[config.mk]
export PLATFORM = sky130hd
export DESIGN_NAME = tdbm_store
export DESIGN_NICKNAME = d
export VERILOG_FILES = /design/src/hw/rtl/tdbm_pkg.sv /design/src/hw/rtl/tdbm_store.sv
export SDC_FILE = /design/constraint.sdc
export NUM_CORES = 2
export LEC_CHECK = 0
export BUFFER_PORTS_ARGS = -buffer_cell sky130_fd_sc_hd__buf_2
export CAP_MARGIN = 20
export CORE_MARGIN = 1.5
export CORE_UTILIZATION = 55
export CTS_CLUSTER_SIZE = 20
export DETAILED_ROUTE_END_ITERATION = 12
export PLACE_DENSITY_LB_ADDON = 0.08
export SYNTH_ARGS = -nofsm -noshare
export SYNTH_HDL_FRONTEND = slang
export SYNTH_SLANG_ARGS = --single-unit
[constraint.sdc]
create_clock -name clk -period 8.15 [get_ports clk]
set_input_delay 0.4075 -clock clk [delete_from_list [all_inputs] [get_ports clk]]
set_output_delay 0.4075 -clock clk [all_outputs]
set_load 0.02 [all_outputs]
[src/hw/rtl/tdbm_pkg.sv]
package tdbm_pkg;

  // map geometry
  localparam int MAX_ROWS    = 64;
  localparam int MAX_COLS    = 64;
  localparam int BYTE_BITS   = 8;
  localparam int STORE_BYTES = (MAX_ROWS * MAX_COLS + BYTE_BITS - 1) / BYTE_BITS;

  // widths
  localparam int MODE_W      = 3;
  localparam int IDX_W       = 6;
  localparam int SIZE_W      = 7;
  localparam int CFG_IDX_W   = 2;
  localparam int BIT_ADDR_W  = $clog2(MAX_ROWS * MAX_COLS);
  localparam int BYTE_ADDR_W = $clog2(STORE_BYTES);
  localparam int BYTE_CNT_W  = $clog2(STORE_BYTES + 1);
  localparam int SEL_W       = $clog2(BYTE_BITS);
  localparam int AREA_W      = 2 * SIZE_W;

  // request codes
  localparam logic [MODE_W-1:0] MODE_READ   = 3'd0;
  localparam logic [MODE_W-1:0] MODE_SET    = 3'd1;
  localparam logic [MODE_W-1:0] MODE_TAS    = 3'd2;
  localparam logic [MODE_W-1:0] MODE_TOGGLE = 3'd3;
  localparam logic [MODE_W-1:0] MODE_ANY    = 3'd4;
  localparam logic [MODE_W-1:0] MODE_CLEAR  = 3'd5;

  // configuration register indexes
  localparam logic [CFG_IDX_W-1:0] CFG_ROWS = 2'd0;
  localparam logic [CFG_IDX_W-1:0] CFG_COLS = 2'd1;

  typedef struct packed {
    logic [MODE_W-1:0] mode;
    logic [IDX_W-1:0]  row;
    logic [IDX_W-1:0]  col;
  } req_t;

  typedef struct packed {
    logic bit_value;
    logic any_set;
    logic index_error;
  } rsp_t;

  // decoded position of one bit
  typedef struct packed {
    logic                   in_range;
    logic [BYTE_ADDR_W-1:0] byte_addr;
    logic [SEL_W-1:0]       bit_sel;
  } loc_t;

  // single-port store access
  typedef struct packed {
    logic                   we;
    logic [BYTE_ADDR_W-1:0] addr;
    logic [BYTE_BITS-1:0]   wdata;
  } mem_req_t;

endpackage

[src/hw/rtl/tdbm_store.sv]
module tdbm_store (
  input  logic                                clk,
  input  tdbm_pkg::mem_req_t                  mem_req,
  output logic [tdbm_pkg::BYTE_BITS-1:0]      rdata
);

  logic [tdbm_pkg::BYTE_BITS-1:0] mem [tdbm_pkg::STORE_BYTES];

  always_ff @(posedge clk) begin
    if (mem_req.we) begin
      mem[mem_req.addr] <= mem_req.wdata;
    end
    rdata <= mem[mem_req.addr];
  end

endmodule

# --- Yosys cells after proc, flatten, opt, wreduce, memory -nomap -nowiden ---
# Memory sizes are Yosys's and may differ from the RTL's. A register that Yosys moved wholly into a read port is not among the register bits.
# Index checks and enable logic that the tools add are counted.
totals:
  input_bits: 19
  register_bits: 0
  out_inout_bits: 8
  memories: 1
  ramBits: 4096
mem_list:
  columns: ["name", "depth", "word_bits", "read_ports", "rd_clocked_by_memory_dff", "wr", "line_no", "rtl"]
  rows:
  - ["mem", 512, 8, 1, 1, 1, "tdbm_store.sv:7", "logic [tdbm_pkg::BYTE_BITS-1:0] mem [tdbm_pkg::STORE_BYTES];"]
classes:
  muxes: 2
ops:
  columns: ["cell", "n"]
  rows:
  - ["1-bit 2-to-1 mux", 2]

# --- Longest topological paths before layout ---
logic_depth:
  ltp_word: 2
  mapped_depth: 13
  depth_no_buf: 7

# --- Least setup slack after synthesis ---
# OpenSTA, ideal clock, no wires.
synth_path:
  kind: "input -> register"
  start: "in mem_req[8] (netlist bit)"
  end: "mem mem[463][0] (netlist bit) (enable)"
  t_arrival_ps: 2486
  path_stages: 10
  slack_ps: 5294
  t_required_ps: 7780
  path_cell_list: "buf_6 buf_12 buf_6 buf_6 buf_4 buf_2 buf_2 nand4_1 clkbuf_1 nor2_1"
synth_lines:
  columns: ["element", "line_no", "rtl"]
  rows:
  - ["from (decl)", "tdbm_store.sv:3", "input tdbm_pkg::mem_req_t mem_req,"]
  - ["to (decl)", "tdbm_store.sv:7", null]
# No word-level cell before the write port.

==> run_results.csv <==
group,metric,value,unit
timing,whs,0.05141,ns
timing,finalCritPeriodShare,55.38,%
timing,finalSetupTns,0,ns
setup_path,path_class,"input port to register",
timing,hold_violations,0,
placement,dp_hpwl,267900,um
clock_network,cts.sinks,4104,
placement,portBuffers,26,
yosys,ys_warn_count,0,
setup_path,start_kind,"input port",
clock_network,cts_root_buf,"clkbuf_16",
global_routing,grt_overflow,0,
timing,tightest_slew,1.213,ns
power,power,43.90,mW
clock_network,cts_tree,"done",
detailed_routing,wirelength,437500,um
yosys,synth_ff_type,"edfxtp_1",
timing,fin_skew,0.06343,ns
floorplanning,die_w,539.6,um
power,vdd_drop_max,0.2173,mV
layout,fin_util,61.68,%
floorplanning,die_h,539.6,um
floorplanning,dieArea,291200,um^2
clock_network,numCtsBuffers,412,
detailed_routing,vias_per_cell,6.794,
timing,rsz0062_at_grt,"false",
yosys,synth.avg_cell_area,20.91,um^2
yosys,synth_compound_area_share,3.426,%
clock_network,clock_latency,0.98,ns
yosys,yosys.area_share.simple,2.736,%
yosys,synthesis.nets,7594,
detailed_routing,drtAntennaViolNets,0,
layout,area_growth,11.28,%
power,leakage,54.76,nW
yosys,synth_commonest_cells,"4096 x edfxtp_1, 816 x mux4_2, 548 x nor2_1, 434 x mux2i_1, 196 x clkbuf_1",
min_path,hp-class,"input port to register",
layout,drive_gt1_share,20.74,%
global_routing,grt_first_pass_wirelength,613800,um
setup_path,end_kind,"register",
yosys,synth_area_leaders,"edfxtp_1 78%, mux4_2 12%, mux2i_1 2.7%",
clock_network,htree_num_levels,5,
detailed_routing,firstDrtPassIters,8,
clock_network,clk_pin_slew,0.06,ns
detailed_routing,drt-initial-drc-count,11520,
timing,post-route-min-period,4.513,ns
global_routing,grt_max_degree,192,
layout,layout.cells.non_filler,11850,
clock_network,cts.path.max_buffers,4,
detailed_routing,wire_per_inst,36.93,um
yosys,synth-async-reset-ratio,0,%
placement,dp.cells,11070,
yosys,synth.area.mux_share,14.48,%
placement,gp_congestion,0.9305,
yosys,synth_top_area_share,77.67,%
detailed_routing,drc,0,
yosys,synth_top_family_by_area,"multiplexers",
floorplanning,start_util,55.43,%
yosys,yosysUniqueCellTypes,67,
floorplanning,fp-row-count,196,
setup_path,cp.required,8.93,ns
timing,slew_viol_final,0,
yosys,synth_xor_xnor_area_share,0,%
floorplanning,core_area,285700,um^2
global_routing,antenna_found_initial,27,
global_routing,grt_usage,29.99,%
setup_path,cp_max_fo,83,
yosys,yosysMostFrequentCell,"edfxtp_1",
timing,setup_violations,0,
yosys,syn_area,158400,um^2
layout,nNetsFinal,7751,
timing,timing.fmax,221.6,MHz
yosys,syn_inst,7575,
global_routing,grt_pass1_vias,78670,
timing,slew_headroom,18.74,%
yosys,yosysSeqAreaShare,77.77,%
floorplanning,pin_count,27,
yosys,synth-edff-count,4096,
detailed_routing,via_count,80480,
job,cap_violations,0,
layout,fillCellCount,19840,
yosys,synth_top_area_cell,"edfxtp_1",
clock_network,postCtsResizedCells,0,
setup_path,worstPathArrival,5.29,ns
yosys,synth_adder_area_share,0,%
yosys,ys_ff_latch,4104,
outcome,status,"complete, no violations",
power,p_per_area,249.1,nW/um^2
==> layout by cell type (no fill, tap or decap), types with 20 or more instances in the layout <==
master / netlist / routed
a22oi_1: 180 / 180
a31oi_1: 76 / 74
bufinv_16: 0 / 39
nand4_1: 47 / 47
a211oi_1: 36 / 36
a221oi_1: 91 / 91
mux4_2: 816 / 816
buf_12: 3 / 30
buf_4: 56 / 161
a32oi_1: 26 / 26
nor2_1: 548 / 541
nand3_1: 47 / 39
o22ai_1: 118 / 118
o21ai_0: 45 / 45
a22o_1: 47 / 47
clkbuf_16: 0 / 419
and3_1: 25 / 24
nor3_1: 22 / 20
mux2i_1: 434 / 434
a21oi_1: 77 / 77
nor4_1: 38 / 34
clkbuf_1: 196 / 97
clkinv_2: 0 / 69
nand2_1: 130 / 124
clkinv_1: 0 / 96
edfxtp_1: 4096 / 4096
==> repair_timing <==
item | CTS | global route
buffers inserted | 0 | 0
endpoints found under the hold margin | 442 | 0
hold buffers | 7 | 0
==> per-stage QoR <==
step	setup WS (ns)	cell area, um^2
2_1_floorplan	5.294	158400
3_3_place_gp	2.002	162900
3_5_place_dp	2.735	163000
4_1_cts	3.756	176200
5_1_grt	3.481	176200
6_report	3.637	176200
==> state kept, by name, summed over array words and instances, names as in the netlist <==
name   cells
mem     4096
rdata      8
==> where the power goes <==
| part | total, mW | internal (mW) | leakage (nW) | switching (mW) |
|---|---|---|---|---|
| Combinational | 1.96 | 0.602 | 11.5 | 1.36 |
| Sequential | 23.3 | 23.2 | 36.9 | 0.0225 |
| Clock | 18.7 | 10.7 | 6.41 | 7.99 |
==> worst paths after layout <==
| check | from | to | slack, ns | cells past startpoint |
|---|---|---|---|---|
| max | mem_req[8] | rdata[4] | 3.64 | 10 |
| min | mem_req[6] | mem[485][6] | 0.05 | 1 |
| max reg2reg | mem[38][7] | rdata[7] | 4.44 | 7 |
| min reg2reg | mem[18][3] | rdata[3] | 0.86 | 5 |
==> critical path, cell delays in order <==
cell	delay [ns]
buf_12	0.43
buf_12	0.56
buf_12	0.57
mux4_2	0.61
mux2i_1	0.61
o22ai_1	0.27
or3_1	0.39
nor4_1	0.83
buf_4	0.24
nand4_1	0.09
==> logic make-up after synthesis <==
logic type / count (synthesis)
AND/OR/NAND/NOR: 958
buffers and inverters: 487
AO/OA/AOI/OAI: 758
multiplexers: 1268
flip-flops: 4104
==> routing by layer <==
metal | global-route usage (%) | share of wire, %
met5 | 0 | 0.014
met4 | 9.332 | 3.4
met3 | 5.880 | 10
met2 | 45.07 | 46
met1 | 44.91 | 40
==> layout make-up <==
type	instances	area, um^2	share of cell area (%)
Antenna cell	9	22.52	0.01278
Clock buffer	517	10860	6.164
Clock inverter	240	2307	1.309
Inverter	4	20.02	0.01136
Multi-Input combinational cell	2984	33020	18.74
Sequential cell	4104	123200	69.89
Tap cell	3762	4707	2.671
Timing Repair Buffer	226	2131	1.209
No activity file was read; power rests on OpenSTA's default activity.
