===== src/hw/rtl/tdbm_pkg.sv =====
package tdbm_pkg;

  // map geometry
  localparam int MAX_ROWS    = 64;
  localparam int MAX_COLS    = 64;
  localparam int BYTE_BITS   = 8;
  localparam int STORE_BYTES = (MAX_ROWS * MAX_COLS + BYTE_BITS - 1) / BYTE_BITS;

  // widths
  localparam int MODE_W      = 3;
  localparam int IDX_W       = 6;
  localparam int SIZE_W      = 7;
  localparam int CFG_IDX_W   = 2;
  localparam int BIT_ADDR_W  = $clog2(MAX_ROWS * MAX_COLS);
  localparam int BYTE_ADDR_W = $clog2(STORE_BYTES);
  localparam int BYTE_CNT_W  = $clog2(STORE_BYTES + 1);
  localparam int SEL_W       = $clog2(BYTE_BITS);
  localparam int AREA_W      = 2 * SIZE_W;

  // request codes
  localparam logic [MODE_W-1:0] MODE_READ   = 3'd0;
  localparam logic [MODE_W-1:0] MODE_SET    = 3'd1;
  localparam logic [MODE_W-1:0] MODE_TAS    = 3'd2;
  localparam logic [MODE_W-1:0] MODE_TOGGLE = 3'd3;
  localparam logic [MODE_W-1:0] MODE_ANY    = 3'd4;
  localparam logic [MODE_W-1:0] MODE_CLEAR  = 3'd5;

  // configuration register indexes
  localparam logic [CFG_IDX_W-1:0] CFG_ROWS = 2'd0;
  localparam logic [CFG_IDX_W-1:0] CFG_COLS = 2'd1;

  typedef struct packed {
    logic [MODE_W-1:0] mode;
    logic [IDX_W-1:0]  row;
    logic [IDX_W-1:0]  col;
  } req_t;

  typedef struct packed {
    logic bit_value;
    logic any_set;
    logic index_error;
  } rsp_t;

  // decoded position of one bit
  typedef struct packed {
    logic                   in_range;
    logic [BYTE_ADDR_W-1:0] byte_addr;
    logic [SEL_W-1:0]       bit_sel;
  } loc_t;

  // single-port store access
  typedef struct packed {
    logic                   we;
    logic [BYTE_ADDR_W-1:0] addr;
    logic [BYTE_BITS-1:0]   wdata;
  } mem_req_t;

endpackage


===== src/hw/rtl/tdbm_addr.sv =====
module tdbm_addr (
  input  logic [tdbm_pkg::IDX_W-1:0]      row,
  input  logic [tdbm_pkg::IDX_W-1:0]      col,
  input  logic [tdbm_pkg::SIZE_W-1:0]     rows_in_use,
  input  logic [tdbm_pkg::SIZE_W-1:0]     cols_in_use,
  output tdbm_pkg::loc_t                  loc,
  output logic [tdbm_pkg::BYTE_CNT_W-1:0] byte_count
);

  logic [tdbm_pkg::BIT_ADDR_W-1:0] bit_addr;
  logic [tdbm_pkg::AREA_W-1:0]     area;
  logic [tdbm_pkg::AREA_W-1:0]     area_up;

  // row-major bit address, only meaningful when in range
  assign bit_addr = tdbm_pkg::BIT_ADDR_W'(row) * tdbm_pkg::BIT_ADDR_W'(cols_in_use)
                  + tdbm_pkg::BIT_ADDR_W'(col);

  assign loc.in_range  = (tdbm_pkg::SIZE_W'(row) < rows_in_use) &&
                         (tdbm_pkg::SIZE_W'(col) < cols_in_use);
  assign loc.byte_addr = tdbm_pkg::BYTE_ADDR_W'(bit_addr >> tdbm_pkg::SEL_W);
  assign loc.bit_sel   = bit_addr[tdbm_pkg::SEL_W-1:0];

  // bytes in use, rounded up
  assign area       = tdbm_pkg::AREA_W'(rows_in_use) * tdbm_pkg::AREA_W'(cols_in_use);
  assign area_up    = area + tdbm_pkg::AREA_W'(tdbm_pkg::BYTE_BITS - 1);
  assign byte_count = tdbm_pkg::BYTE_CNT_W'(area_up >> tdbm_pkg::SEL_W);

endmodule


===== config.mk =====
export PLATFORM = sky130hd
export DESIGN_NAME = tdbm_addr
export DESIGN_NICKNAME = d
export VERILOG_FILES = /design/src/hw/rtl/tdbm_pkg.sv /design/src/hw/rtl/tdbm_addr.sv
export SDC_FILE = /design/constraint.sdc
export NUM_CORES = 1
export LEC_CHECK = 0
export ABC_CLOCK_PERIOD_IN_PS = 12230
export BUFFER_PORTS_ARGS = -buffer_cell sky130_fd_sc_hd__buf_2
export CAP_MARGIN = 20
export CORE_ASPECT_RATIO = 1.1
export CORE_MARGIN = 8
export CORE_UTILIZATION = 60
export DETAILED_ROUTE_END_ITERATION = 16
export PLACE_DENSITY = 0.89
export SLEW_MARGIN = 20
export SYNTH_ARGS = -nofsm -noshare
export SYNTH_HDL_FRONTEND = slang
export SYNTH_SLANG_ARGS = --single-unit
export TNS_END_PERCENT = 30

===== constraint.sdc =====
create_clock -name vclk -period 12.23
set_input_delay 1.223 -clock vclk [all_inputs]
set_output_delay 1.223 -clock vclk [all_outputs]
set_load 0.03 [all_outputs]

# After elaboration in Yosys (flattened, before gate mapping)
# Index checks and enable logic that the tools add are counted.
[op_classes] addsub=2 n_mul=2 div_mod_pow=0 magnitude_cmp=2 eq_ne=0 n_shift=0 muxes=0 bitwise_logic=0 n_reduce_logical=1
[op_table] op="less-than comparator 6 x 7 -> 1 bit" n=2
[op_table] op="adder 13 x 3 -> 13 bit (second input constant)" n=1
[op_table] op="multiplier 7 x 7 -> 13 bit" n=1
[op_table] op="adder 12 x 6 -> 12 bit" n=1
[op_table] op="multiplier 6 x 7 -> 12 bit" n=1
[op_table] op="logical AND 1 bit" n=1
[totals] register_bits=0 latch_bits=0 ramBits=0 mem_bits_ro=0 in_bits=26 out_inout_bits=23 elab_cells=7 memories=0

# Logic depth before layout (Yosys ltp)
[logic_depth] word_depth=2 ltp_mapped=17 ltp_nobuf=16

# Least setup slack after synthesis
# OpenSTA, ideal clock, no wires.
[synth_timing] path_kind="input-to-output" from="input cols_in_use[4] in the netlist's numbering" to="output byte_count[9] in the netlist's numbering" arrival_time_ns=5.163 t_required_ns=11.007 path_slack_ns=5.844 stages=15 n_path_buf=1 path_cell_list="clkbuf_1 inv_1 nor2_1 fa_1 fa_1 fa_1 inv_1 fa_1 inv_1 ha_1 nand2_1 nor2_1 a2111oi_0 a21oi_1 xnor2_1"
[synth_via] elab_chain_cells=2
[synth_lines] element="start: declaration" line="tdbm_addr.sv:5" source="input logic [tdbm_pkg::SIZE_W-1:0] cols_in_use,"
[synth_lines] element="multiplier 7 x 7 -> 13 bit" line="tdbm_addr.sv:24" source="assign area = tdbm_pkg::AREA_W'(rows_in_use) * tdbm_pkg::AREA_W'(cols_in_use);"
[synth_lines] element="adder 13 x 3 -> 13 bit" line="tdbm_addr.sv:25" source="assign area_up = area + tdbm_pkg::AREA_W'(tdbm_pkg::BYTE_BITS - 1);"
[synth_lines] element="end: declaration" line="tdbm_addr.sv:7" source="output logic [tdbm_pkg::BYTE_CNT_W-1:0] byte_count"
# No other way between the ends.

# Final worst setup path
[layout_timing] from="input cols_in_use[3] in the netlist's numbering" to="output byte_count[8] in the netlist's numbering"
# The elaborated chain is that of the path after synthesis.

==> reports/metrics.yaml <==
pwr:
  leakage_nw: 2.04
  ir_worst_vdd_v: 0.000277
  power_density_nw_per_um2: 167
layout:
  fill_cells: 443
  num_antenna_cells: 0
  nets: 592
  flops_and_latches: 0
  multi_input_area_um2: 3020
  register_area_um2: 0
  drive_gt1_share_pct: 11.9
  clkbuf_count: 0
  area_growth_syn_to_layout_pct: 9.81
timing:
  period_share_pct: 53.2
  drv_slew: 0
  post-route-min-period_ns: 6.50
  worst_slack_ns: 5.73
  rsz0062_at_grt: "no"
  max_freq_mhz: 154
  fin_setup_tns_ns: 0
  hold_violations: 0
  tightest_slew_ns: 0.351
  setup_violations: 0
  maxSlewHeadroom_pct: 76.0
floorplan:
  rows: 28
  ios: 49
  dieArea_um2: 8140
  die_w_um: 86.7
  die_y_um: 93.8
  initial_utilization_pct: 61.6
  core_um2: 5360
setup_path:
  cp-end-kind: "output port"
  worstPathRequired_ns: 11.01
  crit_path_start_kind: "input port"
  criticalPathCategory: "input port to output port"
  critPathSlowestCell: "fa_1"
  slowest_delay_ns: 0.55
  crit_path_max_fanout: 8
  cp_cell_sequence: "buf_2 -> clkinv_1 -> nor2_1 -> fa_1 -> fa_1 -> fa_1 -> inv_1 -> fa_1 -> inv_1 -> ha_1 -> a21o_1 -> a21oi_1 -> o21ai_0 -> a21oi_1 -> xnor2_1 -> buf_2"
  cpMostUsedCell: "fa_1"
  cp.arrival_ns: 5.28
routing:
  vias: 2868
  first_iter_violations: 101
  dr.pass1.iters: 4
  drt_wl_total_mm: 7.67
  post_drt_wl_per_cell_um: 14.7
  viasPerCell: 5.52
  post-route-drc-count: 0
  ant_nets: 0
clock_network:
  post_cts_buffers: 0
  postCtsHoldBufs: 0
  cts-resized-gates: 0
synthesis:
  synth_seq_area_share_pct: 0
  netlist_area_um2: 3300
  syn_inst: 400
  synth_nets: 545
  yosysWarnings: 0
  synth_cell_types: 36
  avgSynthCellArea_um2: 8.25
grt:
  grt_pass1_wl_mm: 13.1
  grtUsageTotal_pct: 19.4
  grt_overflow_total: 0
  antenna_found_initial: 0
  grt_max_degree: 15
  grt_pass1_vias: 3077
place:
  io_buffer_count: 49
  dpl.hpwl_mm: 6.90
  globalplace.congestion: 0.966
  post-place-ws_ns: 5.75
worst_hold_path:
  min_path_cells: 3
  holdCritStartpoint: "col[0]"
  hold_end: "loc[0]"
  hp-class: "input port to output port"
status:
  status: "finished clean"
flow_run:
  max_cap_viol_count: 0
[report_power, final]
part           switching, W  internal [W]  total (W)  leakage [nW]
logic              0.000385      0.000223   0.000607          2.04
registers                 0             0          0             0
clock network             0             0          0             0
[placed cells by master, fill, tap and decap left out]
master	Yosys	final
clkinv_1	3	3
o21ai_1	5	5
o21bai_2	1	1
and2_1	29	29
a21oi_1	18	18
a2111oi_2	1	1
and4_1	2	2
a21boi_1	2	2
nor3b_1	1	1
ha_1	70	70
xor2_1	5	5
o21ai_0	7	7
a211o_1	2	2
and3_1	1	1
nand4bb_1	1	1
xnor2_1	17	17
o2111ai_1	1	1
fa_1	49	49
inv_1	69	69
nand2b_1	1	1
nand2_1	34	34
a211oi_1	3	3
a21o_2	1	1
a2111oi_0	1	1
o31a_1	1	1
nor3_1	5	5
a211oi_2	1	1
nor2_1	45	45
a21o_1	8	8
or3_1	1	1
o22ai_1	2	2
and2b_1	1	1
buf_2	0	49
nor2b_1	4	4
nand3_1	2	2
o21a_1	2	2
[worst max-delay path by stage]
stage              startpoint             to  slack [ns]  depth (start not counted)
2_1_floorplan  cols_in_use[4]  byte_count[9]        5.84                         15
3_3_place_gp   cols_in_use[2]  byte_count[8]        5.85                         16
3_5_place_dp   cols_in_use[3]  byte_count[8]        5.75                         16
4_1_cts        cols_in_use[3]  byte_count[8]        5.73                         16
5_1_grt        cols_in_use[2]  byte_count[8]        5.50                         16
6_report       cols_in_use[3]  byte_count[8]        5.73                         16
[area by class of cell]
type                       instances  share of cell area (%)
tap                               75                    2.59
timing repair buffer              49                    6.76
multi-input combinational        324                    83.2
inverter                          72                    7.45
[cells in the mapped netlist, types with 3 or more instances]
master	number	share of area, %
fa_1	49	30
nor3_1	5	0.76
o21ai_0	7	1.1
o21ai_1	5	0.76
clkinv_1	3	0.34
nor2_1	45	5.1
nand2_1	34	3.9
and2_1	29	5.5
a211oi_1	3	0.68
a21o_1	8	1.8
inv_1	69	7.8
a21oi_1	18	2.7
xor2_1	5	1.3
nor2b_1	4	0.76
xnor2_1	17	4.5
clkbuf_1	4	0.45
ha_1	70	27
[logic make-up after synthesis]
| group | count (synthesis) | share of synthesized area, % |
|---|---|---|
| AND/OR/NAND/NOR | 127 | 18.2 |
| adder cells (fa/ha/maj) | 119 | 56.2 |
| buffers and inverters | 76 | 8.64 |
| AO/OA/AOI/OAI | 56 | 11.1 |
| XOR/XNOR | 22 | 5.84 |
[critical path: cells and delay by family]
kind / cells / cell delay, ns
and+or+nand+nor: 1 / 0.23
adders and majority gates: 5 / 2.32
AOI/OAI and AO/OA: 4 / 0.63
xor gates and xnor gates: 1 / 0.13
buffers and inverters: 5 / 0.71
[through the flow]
step                cell area (um2)  utilization [%]  hold WS (ns)  power (W)  std cells
floorplan                      3300                -          2.66   0.000462        400
global placement               3630             67.6          2.84   0.000588        520
detailed placement             3630             67.6          2.85   0.000608        520
CTS                            3630             67.6          2.85   0.000612        520
global route                   3630             67.6          2.86   0.000674        520
finish                         3630             67.6          2.84   0.000607        520
[metal layers]
layer  part of all wire, %  vias up  GRT usage (%)
met2                    53       84           37.9
li1                      -     1380              -
met5                     0        -              0
met4                   2.8        0           5.17
met3                   5.5       20           1.49
met1                    39     1384           21.8
Note: power is estimated with default switching activity, not from simulation.
