File: src/hw/rtl/tdbm_pkg.sv
package tdbm_pkg;

  // map geometry
  localparam int MAX_ROWS    = 64;
  localparam int MAX_COLS    = 64;
  localparam int BYTE_BITS   = 8;
  localparam int STORE_BYTES = (MAX_ROWS * MAX_COLS + BYTE_BITS - 1) / BYTE_BITS;

  // widths
  localparam int MODE_W      = 3;
  localparam int IDX_W       = 6;
  localparam int SIZE_W      = 7;
  localparam int CFG_IDX_W   = 2;
  localparam int BIT_ADDR_W  = $clog2(MAX_ROWS * MAX_COLS);
  localparam int BYTE_ADDR_W = $clog2(STORE_BYTES);
  localparam int BYTE_CNT_W  = $clog2(STORE_BYTES + 1);
  localparam int SEL_W       = $clog2(BYTE_BITS);
  localparam int AREA_W      = 2 * SIZE_W;

  // request codes
  localparam logic [MODE_W-1:0] MODE_READ   = 3'd0;
  localparam logic [MODE_W-1:0] MODE_SET    = 3'd1;
  localparam logic [MODE_W-1:0] MODE_TAS    = 3'd2;
  localparam logic [MODE_W-1:0] MODE_TOGGLE = 3'd3;
  localparam logic [MODE_W-1:0] MODE_ANY    = 3'd4;
  localparam logic [MODE_W-1:0] MODE_CLEAR  = 3'd5;

  // configuration register indexes
  localparam logic [CFG_IDX_W-1:0] CFG_ROWS = 2'd0;
  localparam logic [CFG_IDX_W-1:0] CFG_COLS = 2'd1;

  typedef struct packed {
    logic [MODE_W-1:0] mode;
    logic [IDX_W-1:0]  row;
    logic [IDX_W-1:0]  col;
  } req_t;

  typedef struct packed {
    logic bit_value;
    logic any_set;
    logic index_error;
  } rsp_t;

  // decoded position of one bit
  typedef struct packed {
    logic                   in_range;
    logic [BYTE_ADDR_W-1:0] byte_addr;
    logic [SEL_W-1:0]       bit_sel;
  } loc_t;

  // single-port store access
  typedef struct packed {
    logic                   we;
    logic [BYTE_ADDR_W-1:0] addr;
    logic [BYTE_BITS-1:0]   wdata;
  } mem_req_t;

endpackage

File: src/hw/rtl/tdbm_ctrl.sv
module tdbm_ctrl (
  input  logic                                clk,
  input  logic                                rst,
  input  logic                                req_valid,
  output logic                                req_stall,
  input  tdbm_pkg::req_t                      req_data,
  output logic                                rsp_valid,
  input  logic                                rsp_stall,
  output tdbm_pkg::rsp_t                      rsp_data,
  input  tdbm_pkg::loc_t                      loc,
  input  logic [tdbm_pkg::BYTE_CNT_W-1:0]     byte_count,
  output tdbm_pkg::mem_req_t                  mem_req,
  input  logic [tdbm_pkg::BYTE_BITS-1:0]      rdata
);

  typedef enum logic [2:0] {
    ST_INIT,
    ST_IDLE,
    ST_RMW,
    ST_SCAN,
    ST_CLR,
    ST_DONE
  } state_t;

  localparam logic [tdbm_pkg::BYTE_CNT_W-1:0] LAST_BYTE =
    tdbm_pkg::BYTE_CNT_W'(tdbm_pkg::STORE_BYTES - 1);

  state_t                              state;
  logic [tdbm_pkg::BYTE_CNT_W-1:0]     cnt;
  logic [tdbm_pkg::MODE_W-1:0]         op;
  logic [tdbm_pkg::BYTE_ADDR_W-1:0]    baddr;
  logic [tdbm_pkg::SEL_W-1:0]          sel;
  tdbm_pkg::rsp_t                      res;

  logic                                fin;
  tdbm_pkg::rsp_t                      fin_res;
  logic                                out_free;
  logic                                point_op;
  logic [tdbm_pkg::BYTE_BITS-1:0]      mask;
  logic [tdbm_pkg::BYTE_BITS-1:0]      new_byte;

  assign req_stall = (state != ST_IDLE);
  assign out_free  = !rsp_valid || !rsp_stall;
  assign point_op  = (req_data.mode <= tdbm_pkg::MODE_TOGGLE);
  assign mask      = tdbm_pkg::BYTE_BITS'(1) << sel;

  // modified byte for the write-back
  always_comb begin
    case (op)
      tdbm_pkg::MODE_SET, tdbm_pkg::MODE_TAS: new_byte = rdata | mask;
      tdbm_pkg::MODE_TOGGLE:                  new_byte = rdata ^ mask;
      default:                                new_byte = rdata;
    endcase
  end

  // store port
  always_comb begin
    mem_req.we    = 1'b0;
    mem_req.addr  = loc.byte_addr;
    mem_req.wdata = '0;
    unique case (state)
      ST_INIT, ST_CLR: begin
        mem_req.we   = 1'b1;
        mem_req.addr = cnt[tdbm_pkg::BYTE_ADDR_W-1:0];
      end
      ST_IDLE: begin
        if (req_data.mode == tdbm_pkg::MODE_ANY) begin
          mem_req.addr = '0;
        end
      end
      ST_RMW: begin
        mem_req.we    = 1'b1;
        mem_req.addr  = baddr;
        mem_req.wdata = new_byte;
      end
      ST_SCAN: begin
        mem_req.addr = cnt[tdbm_pkg::BYTE_ADDR_W-1:0];
      end
      default: ;
    endcase
  end

  // end of an item and its result
  always_comb begin
    fin     = 1'b0;
    fin_res = '0;
    unique case (state)
      ST_IDLE: begin
        if (req_valid) begin
          if (point_op && !loc.in_range) begin
            fin                 = 1'b1;
            fin_res.index_error = 1'b1;
          end else if (req_data.mode > tdbm_pkg::MODE_CLEAR) begin
            fin = 1'b1;
          end
        end
      end
      ST_RMW: begin
        fin = 1'b1;
        if (op == tdbm_pkg::MODE_READ || op == tdbm_pkg::MODE_TAS) begin
          fin_res.bit_value = rdata[sel];
        end
      end
      ST_SCAN: begin
        // rdata holds byte cnt-1
        if (rdata != '0) begin
          fin             = 1'b1;
          fin_res.any_set = 1'b1;
        end else if (cnt == byte_count) begin
          fin = 1'b1;
        end
      end
      ST_CLR: begin
        fin = (cnt == byte_count - tdbm_pkg::BYTE_CNT_W'(1));
      end
      ST_DONE: begin
        fin     = 1'b1;
        fin_res = res;
      end
      default: ;
    endcase
  end

  always_ff @(posedge clk) begin
    if (rst) begin
      state     <= ST_INIT;
      cnt       <= '0;
      rsp_valid <= 1'b0;
    end else begin
      // a new result replaces one leaving in the same cycle
      if (fin && out_free) begin
        rsp_valid <= 1'b1;
      end else if (rsp_valid && !rsp_stall) begin
        rsp_valid <= 1'b0;
      end
      unique case (state)
        ST_INIT: begin
          cnt <= cnt + tdbm_pkg::BYTE_CNT_W'(1);
          if (cnt == LAST_BYTE) begin
            state <= ST_IDLE;
          end
        end
        ST_IDLE: begin
          if (req_valid) begin
            op    <= req_data.mode;
            baddr <= loc.byte_addr;
            sel   <= loc.bit_sel;
            if (req_data.mode == tdbm_pkg::MODE_ANY) begin
              cnt   <= tdbm_pkg::BYTE_CNT_W'(1);
              state <= ST_SCAN;
            end else if (req_data.mode == tdbm_pkg::MODE_CLEAR) begin
              cnt   <= '0;
              state <= ST_CLR;
            end else if (point_op && loc.in_range) begin
              state <= ST_RMW;
            end
          end
        end
        ST_SCAN: begin
          if (!fin) begin
            cnt <= cnt + tdbm_pkg::BYTE_CNT_W'(1);
          end
        end
        ST_CLR: begin
          cnt <= cnt + tdbm_pkg::BYTE_CNT_W'(1);
        end
        default: ;
      endcase
      if (fin) begin
        if (out_free) begin
          rsp_data  <= fin_res;
          state     <= ST_IDLE;
        end else begin
          res   <= fin_res;
          state <= ST_DONE;
        end
      end
    end
  end

  // store is written only by the sweeps and the write-back
  a_we_state: assert property (@(posedge clk) disable iff (rst)
    mem_req.we |-> (state == ST_INIT || state == ST_RMW || state == ST_CLR))
    else $error("store written outside a write state");

  // a read-modify-write always finishes in the next cycle, back to idle or to done
  a_rmw_one: assert property (@(posedge clk) disable iff (rst)
    state == ST_RMW |=> (state == ST_IDLE || state == ST_DONE))
    else $error("read-modify-write did not finish");

  // the scan never runs past the bytes in use
  a_scan_bound: assert property (@(posedge clk) disable iff (rst)
    state == ST_SCAN |-> (cnt != '0 && cnt <= byte_count))
    else $error("scan counter out of bounds");

  // a new result only follows the end of an item
  a_rsp_src: assert property (@(posedge clk) disable iff (rst)
    $rose(rsp_valid) |-> $past(fin))
    else $error("result raised without a finished item");

endmodule

File: config.mk
export PLATFORM = sky130hd
export DESIGN_NAME = tdbm_ctrl
export DESIGN_NICKNAME = d
export VERILOG_FILES = /design/src/hw/rtl/tdbm_pkg.sv /design/src/hw/rtl/tdbm_ctrl.sv
export SDC_FILE = /design/constraint.sdc
export NUM_CORES = 1
export LEC_CHECK = 0
export BUFFER_PORTS_ARGS = -buffer_cell sky130_fd_sc_hd__buf_2
export CAP_MARGIN = 20
export CORE_ASPECT_RATIO = 1.75
export CORE_MARGIN = 2
export CORE_UTILIZATION = 39
export DETAILED_ROUTE_END_ITERATION = 10
export GPL_TIMING_DRIVEN = 0
export PLACE_DENSITY_LB_ADDON = 0.05
export SYNTH_ARGS = -nofsm -noshare
export SYNTH_HDL_FRONTEND = slang
export SYNTH_SLANG_ARGS = --single-unit
File: constraint.sdc
create_clock -name clk -period 2.6 [get_ports clk]
set_clock_uncertainty 0.15 [all_clocks]
set_input_delay 0.39 -clock clk [delete_from_list [all_inputs] [get_ports clk]]
set_output_delay 0.39 -clock clk [all_outputs]
set_load 0.03 [all_outputs]
Word-level counts from Yosys, hierarchy flattened
Index checks and enable logic that the tools add are counted.

Register bits after elaboration: 35. Bits of input ports: 50. Output and inout port bits: 23. Logic and storage cells: 102.

Add/sub/neg operators: 2. Magnitude comparators: 3. Eq/ne operators: 20. Shift operators: 1. Mux-type cells: 35. Bitwise gates (word level): 4. Reduce and logical (&&, ||, !) cells: 25.

Operator list (number): 2-to-1 mux 10 bit (4); one-hot mux 10 bit (3 select lines) (1); one-hot mux 9 bit (3 select lines) (1); 2-to-1 mux 3 bit (7); == test 10 bit (2); one-hot mux 8 bit (2 select lines) (1); 2-to-1 mux 1 bit (13); == test 3 x 2 -> 1 bit (second input constant) (4); == test 3 bit (second input constant) (4); adder 10 x 1 -> 10 bit (second input constant) (1); == test 10 x 9 -> 1 bit (second input constant) (1); subtractor 10 x 1 -> 10 bit (second input constant) (1); 2-to-1 mux 9 bit (1); inequality test 3 bit (second input constant) (3); AND reduction 3 bit (3); 2-to-1 mux 8 bit (1); OR 8 bit (1); AND reduction 4 bit (2); nonzero test 8 bit (1); left shift 1 x 3 -> 8 bit (first input constant) (1); XOR 8 bit (1); == test 3 x 1 -> 1 bit (second input constant) (2); zero test 3 bit (2); one-hot mux 1 bit (2 select lines) (3); other kinds (17) (29).

Longest topological paths before layout
Depth after elaboration: 8. Depth in mapped cells: 7. Depth with buffers taken out: 7.

Worst setup path before layout
No wires, ideal clock.

Kind: input -> register. Start point: input byte_count[0] (netlist name). End point: register res[0] (netlist name) (enable). Library setup time: 0.355 ns. Data arrival time: 1.967 ns. Required time: 2.095 ns. Setup slack: 0.128 ns. Stages on the path: 7. Path buffers: 0. Cell sequence: inv_1 -> ha_1 -> or2b_2 -> or4_4 -> o32ai_4 -> nor2_2 -> o31ai_1.

Word-level cells in the longest chain between the ends: 5. Elaborated cells between the ends (all ways): 7. Those cells by class: add/sub: 1; eq/ne: 2; mux: 3; reduce/logical: 1.

RTL lines: start: declaration (RTL line tdbm_ctrl.sv:11) `input logic [tdbm_pkg::BYTE_CNT_W-1:0] byte_count,`; branches (longest 3 deep; another with subtractor 10 x 1 -> 10 bit); one-hot mux 1 bit (4 select lines) * (RTL line tdbm_ctrl.sv:87) `unique case (state)`; AND reduction 3 bit (no line) *; end signal: assignment (RTL line tdbm_ctrl.sv:174) `res <= fin_res;`; end: declaration (RTL line tdbm_ctrl.sv:33) `tdbm_pkg::rsp_t res;`.

Every way passes the cells marked *. A chain may end at the register's enable or synchronous reset.

==> impl_metrics.yaml <==
run_status:
  outcome: "complete, no violations"
min_path:
  hp-class: "in2reg"
  hold_path_depth: 1
  holdPathEnd: "sel[1]$_DFFE_PP_"
  min_from: "loc[1]"
logic_synthesis:
  synth_cell_types: 57
  ys_seq_area_share_pct: 34.3
  ys.flop_type: "edfxtp_1"
  avgSynthCellArea_um2: 8.93
  synth_edf_count: 21
  synth_area_mm2: 0.00265
  synthCells: 297
  mappedNetlistNets: 357
  synthArstFlopShare_pct: 0
  yosys_warnings: 0
  ys_ff_latch: 35
global_route:
  antenna_found_initial: 0
  grt_max_degree: 12
  overflow: 0
  grt_pass1_wl_um: 11400
  gr-usage-all-layers_pct: 20.2
  grt_pass1_vias: 2422
routing:
  ant_nets: 0
  drtIter0Drc: 46
  drtPass1Iterations: 4
  totalWireLength_um: 7440
  vias: 2550
  route.detailed.drc: 0
  viasPerCell: 5.64
  wl_per_cell_um: 16.5
sta:
  timing.fmax_mhz: 396
  hold_viol_final: 0
  maxSlewHeadroom_pct: 50.1
  period_needed_ps: 2530
  finalCritPeriodShare_pct: 97.1
  worst_pin_slew_ps: 749
  finalSetupViolCount: 0
  rsz0062_at_grt: "false"
  slew_viol_final: 0
cells_and_area:
  fillCellCount: 660
  stdcell_count: 452
  ff_latch_area_um2: 911
  final_cell_mix: "buf_2 (58), nand2_1 (33), edfxtp_1 (21)"
  fin_nets: 429
  layout_commonest_cell: "buf_2"
  layout-area-overhead-vs-synth_pct: 25.9
  antenna_cells: 0
  multi_input_area_mm2: 0.00167
  layout-drive-gt1-share_pct: 26.5
power:
  leakage_uw: 0.00138
  powerDensity_mw_per_mm2: 447
  power_uw: 1490
  max-vdd-ir-drop_mv: 0.394
setup_path:
  rr_endpoint: "res[2]$_DFFE_PP_"
  path_class: "reg2out"
  crit_required_ps: 2060
  reg2reg_setup_slack_ps: 220
  crit_top_cell: "buf_4"
  path_max_fanout: 3
  critPathCaptureType: "primary output"
  worstPathCellList: "buf_4 > or3_1 > ha_1 > o211ai_1 > a21oi_1 > buf_4"
  worst_r2r_path_depth: 6
  r2r-start: "cnt[4]$_SDFFE_PP0P_"
  arrival_ps: 1990
  start_kind: "flop"
  slowest_delay_ps: 460
  critPathSlowestCell: "edfxtp_1"
die:
  die_height_um: 113
  num_io_pins: 73
  die_area_mm2: 0.00750
  rows: 39
  die_x_um: 66.3
  core_mm2: 0.00654
  start_util_pct: 40.6
job:
  maxCapViolations: 0
clocking:
  cts_hold_buf: 0
  clk_pin_slew_worst_paths_ps: 50
  clkSinkCount: 35
  htreeDepth: 2
  clk_latency_ps: 280
  cts-root-buf: "clkbuf_16"
  tritoncts: "done"
  cts_buffers: 5
  clock_path_buffers: 2
placement:
  portBuffers: 60
  dp_hpwl_um: 5790
  place.gp.congestion: 0.809
  place_inst: 440
-- registers in the layout, summed over array words and instances, names as in the netlist --
register,flops
sel,3
state,3
rsp_data,3
res,3
cnt,10
baddr,9
rsp_valid,1
op,3
-- where the power goes --
part	switching (µW)	total [µW]	internal, µW
clock network	225	736	511
registers	8.87	599	590
logic	88.3	160	71.2
total	322	1490	1170
-- stage by stage --
step | setup TNS, ps | utilization (%) | hold WS, ps | setup slack, ps | cell area, µm²
floorplan | 0 | - | 317 | 128 | 2650
global placement | -2090 | 46.7 | 363 | -202 | 3060
detailed placement | -1260 | 46.8 | 368 | -226 | 3060
CTS | 0 | 50.4 | 125 | 1.62 | 3300
global route | 0 | 51.1 | 123 | 1.58 | 3340
finish | 0 | 51.1 | 131 | 74.1 | 3340
-- layout make-up --
class	instances	share of cell area, %
Tap cell	82	3.07
Clock inverter	1	0.899
Sequential cell	35	27.3
Timing Repair Buffer	69	11.2
Clock buffer	7	4.61
Multi-Input combinational cell	233	50.1
Buffer	11	1.35
Inverter	14	1.57
-- cells in the mapped netlist, types with 2 or more instances --
master	n	share of area (%)
or3_1	2	0.47
inv_1	14	2.0
nor2_1	16	2.3
nor2b_1	3	0.71
dfxtp_1	14	11
mux4_2	2	1.7
nand3b_1	7	2.0
mux2i_1	9	3.4
edfxtp_1	21	24
ha_1	10	4.7
nor2_2	2	0.47
xnor2_1	16	5.3
or2_2	2	0.47
or4_1	2	0.57
and4_1	2	0.66
o21ai_0	6	1.1
nand2b_1	15	3.5
a31oi_1	2	0.47
o311ai_1	3	0.99
a21o_1	9	2.5
nand2_1	33	4.7
nand4_1	7	1.7
o211a_1	2	0.75
a211oi_1	3	0.85
o211ai_1	9	2.5
nor4bb_1	2	0.75
a21oi_1	19	3.6
nor3_1	5	0.94
nor4_1	3	0.71
a22o_1	8	2.6
nand3_1	9	1.7
clkbuf_1	14	2.0
o31ai_1	2	0.57
-- worst max path at each step --
stage,slack [ps],cells after the start,start,endpoint
after floorplan,130,7,byte_count[0],res[0]$_DFFE_PP_
after global placement,-200,8,byte_count[0],res[2]$_DFFE_PP_
after detailed placement,-230,8,byte_count[1],res[2]$_DFFE_PP_
after CTS,2,5,sel[1]$_DFFE_PP_,mem_req[1]
after global routing,2,6,sel[2]$_DFFE_PP_,mem_req[0]
final,70,6,sel[2]$_DFFE_PP_,mem_req[0]
-- logic make-up (layout without fill, tap and decap cells) --
family / count (synthesis) / in the layout / synth area share, %
mux: 11 / 11 / 5.09
buf+inv: 29 / 102 / 4.10
flops: 35 / 35 / 34.3
xor+xnor: 16 / 16 / 5.28
simple gates: 119 / 119 / 24.5
fa+ha+maj: 10 / 10 / 4.72
compound gates: 77 / 77 / 22.0
-- critical path, delay by kind of cell, from the launching register on --
family | cells | cell delay [ps]
flip-flops | 1 | 460
AND/OR/NAND/NOR | 1 | 310
adder cells (fa/ha/maj) | 1 | 290
AO/OA/AOI/OAI | 2 | 270
buffers and inverters | 2 | 370
-- metal layers --
| metal | wire length [µm] | global-route usage, % | up-vias |
|---|---|---|---|
| li1 | - | - | 1256 |
| met4 | 166 | 8.44 | 0 |
| met1 | 2760 | 20.3 | 1227 |
| met5 | 0 | 0 | - |
| met3 | 232 | 2.88 | 10 |
| met2 | 4280 | 39.3 | 57 |
-- repair_timing --
item	4_1_cts	5_1_grt
setup endpoints to repair	11	23
gates resized for setup	4	11
setup buffers	6	2
pin swaps	1	0
Note: power is estimated with default switching activity, not from simulation.
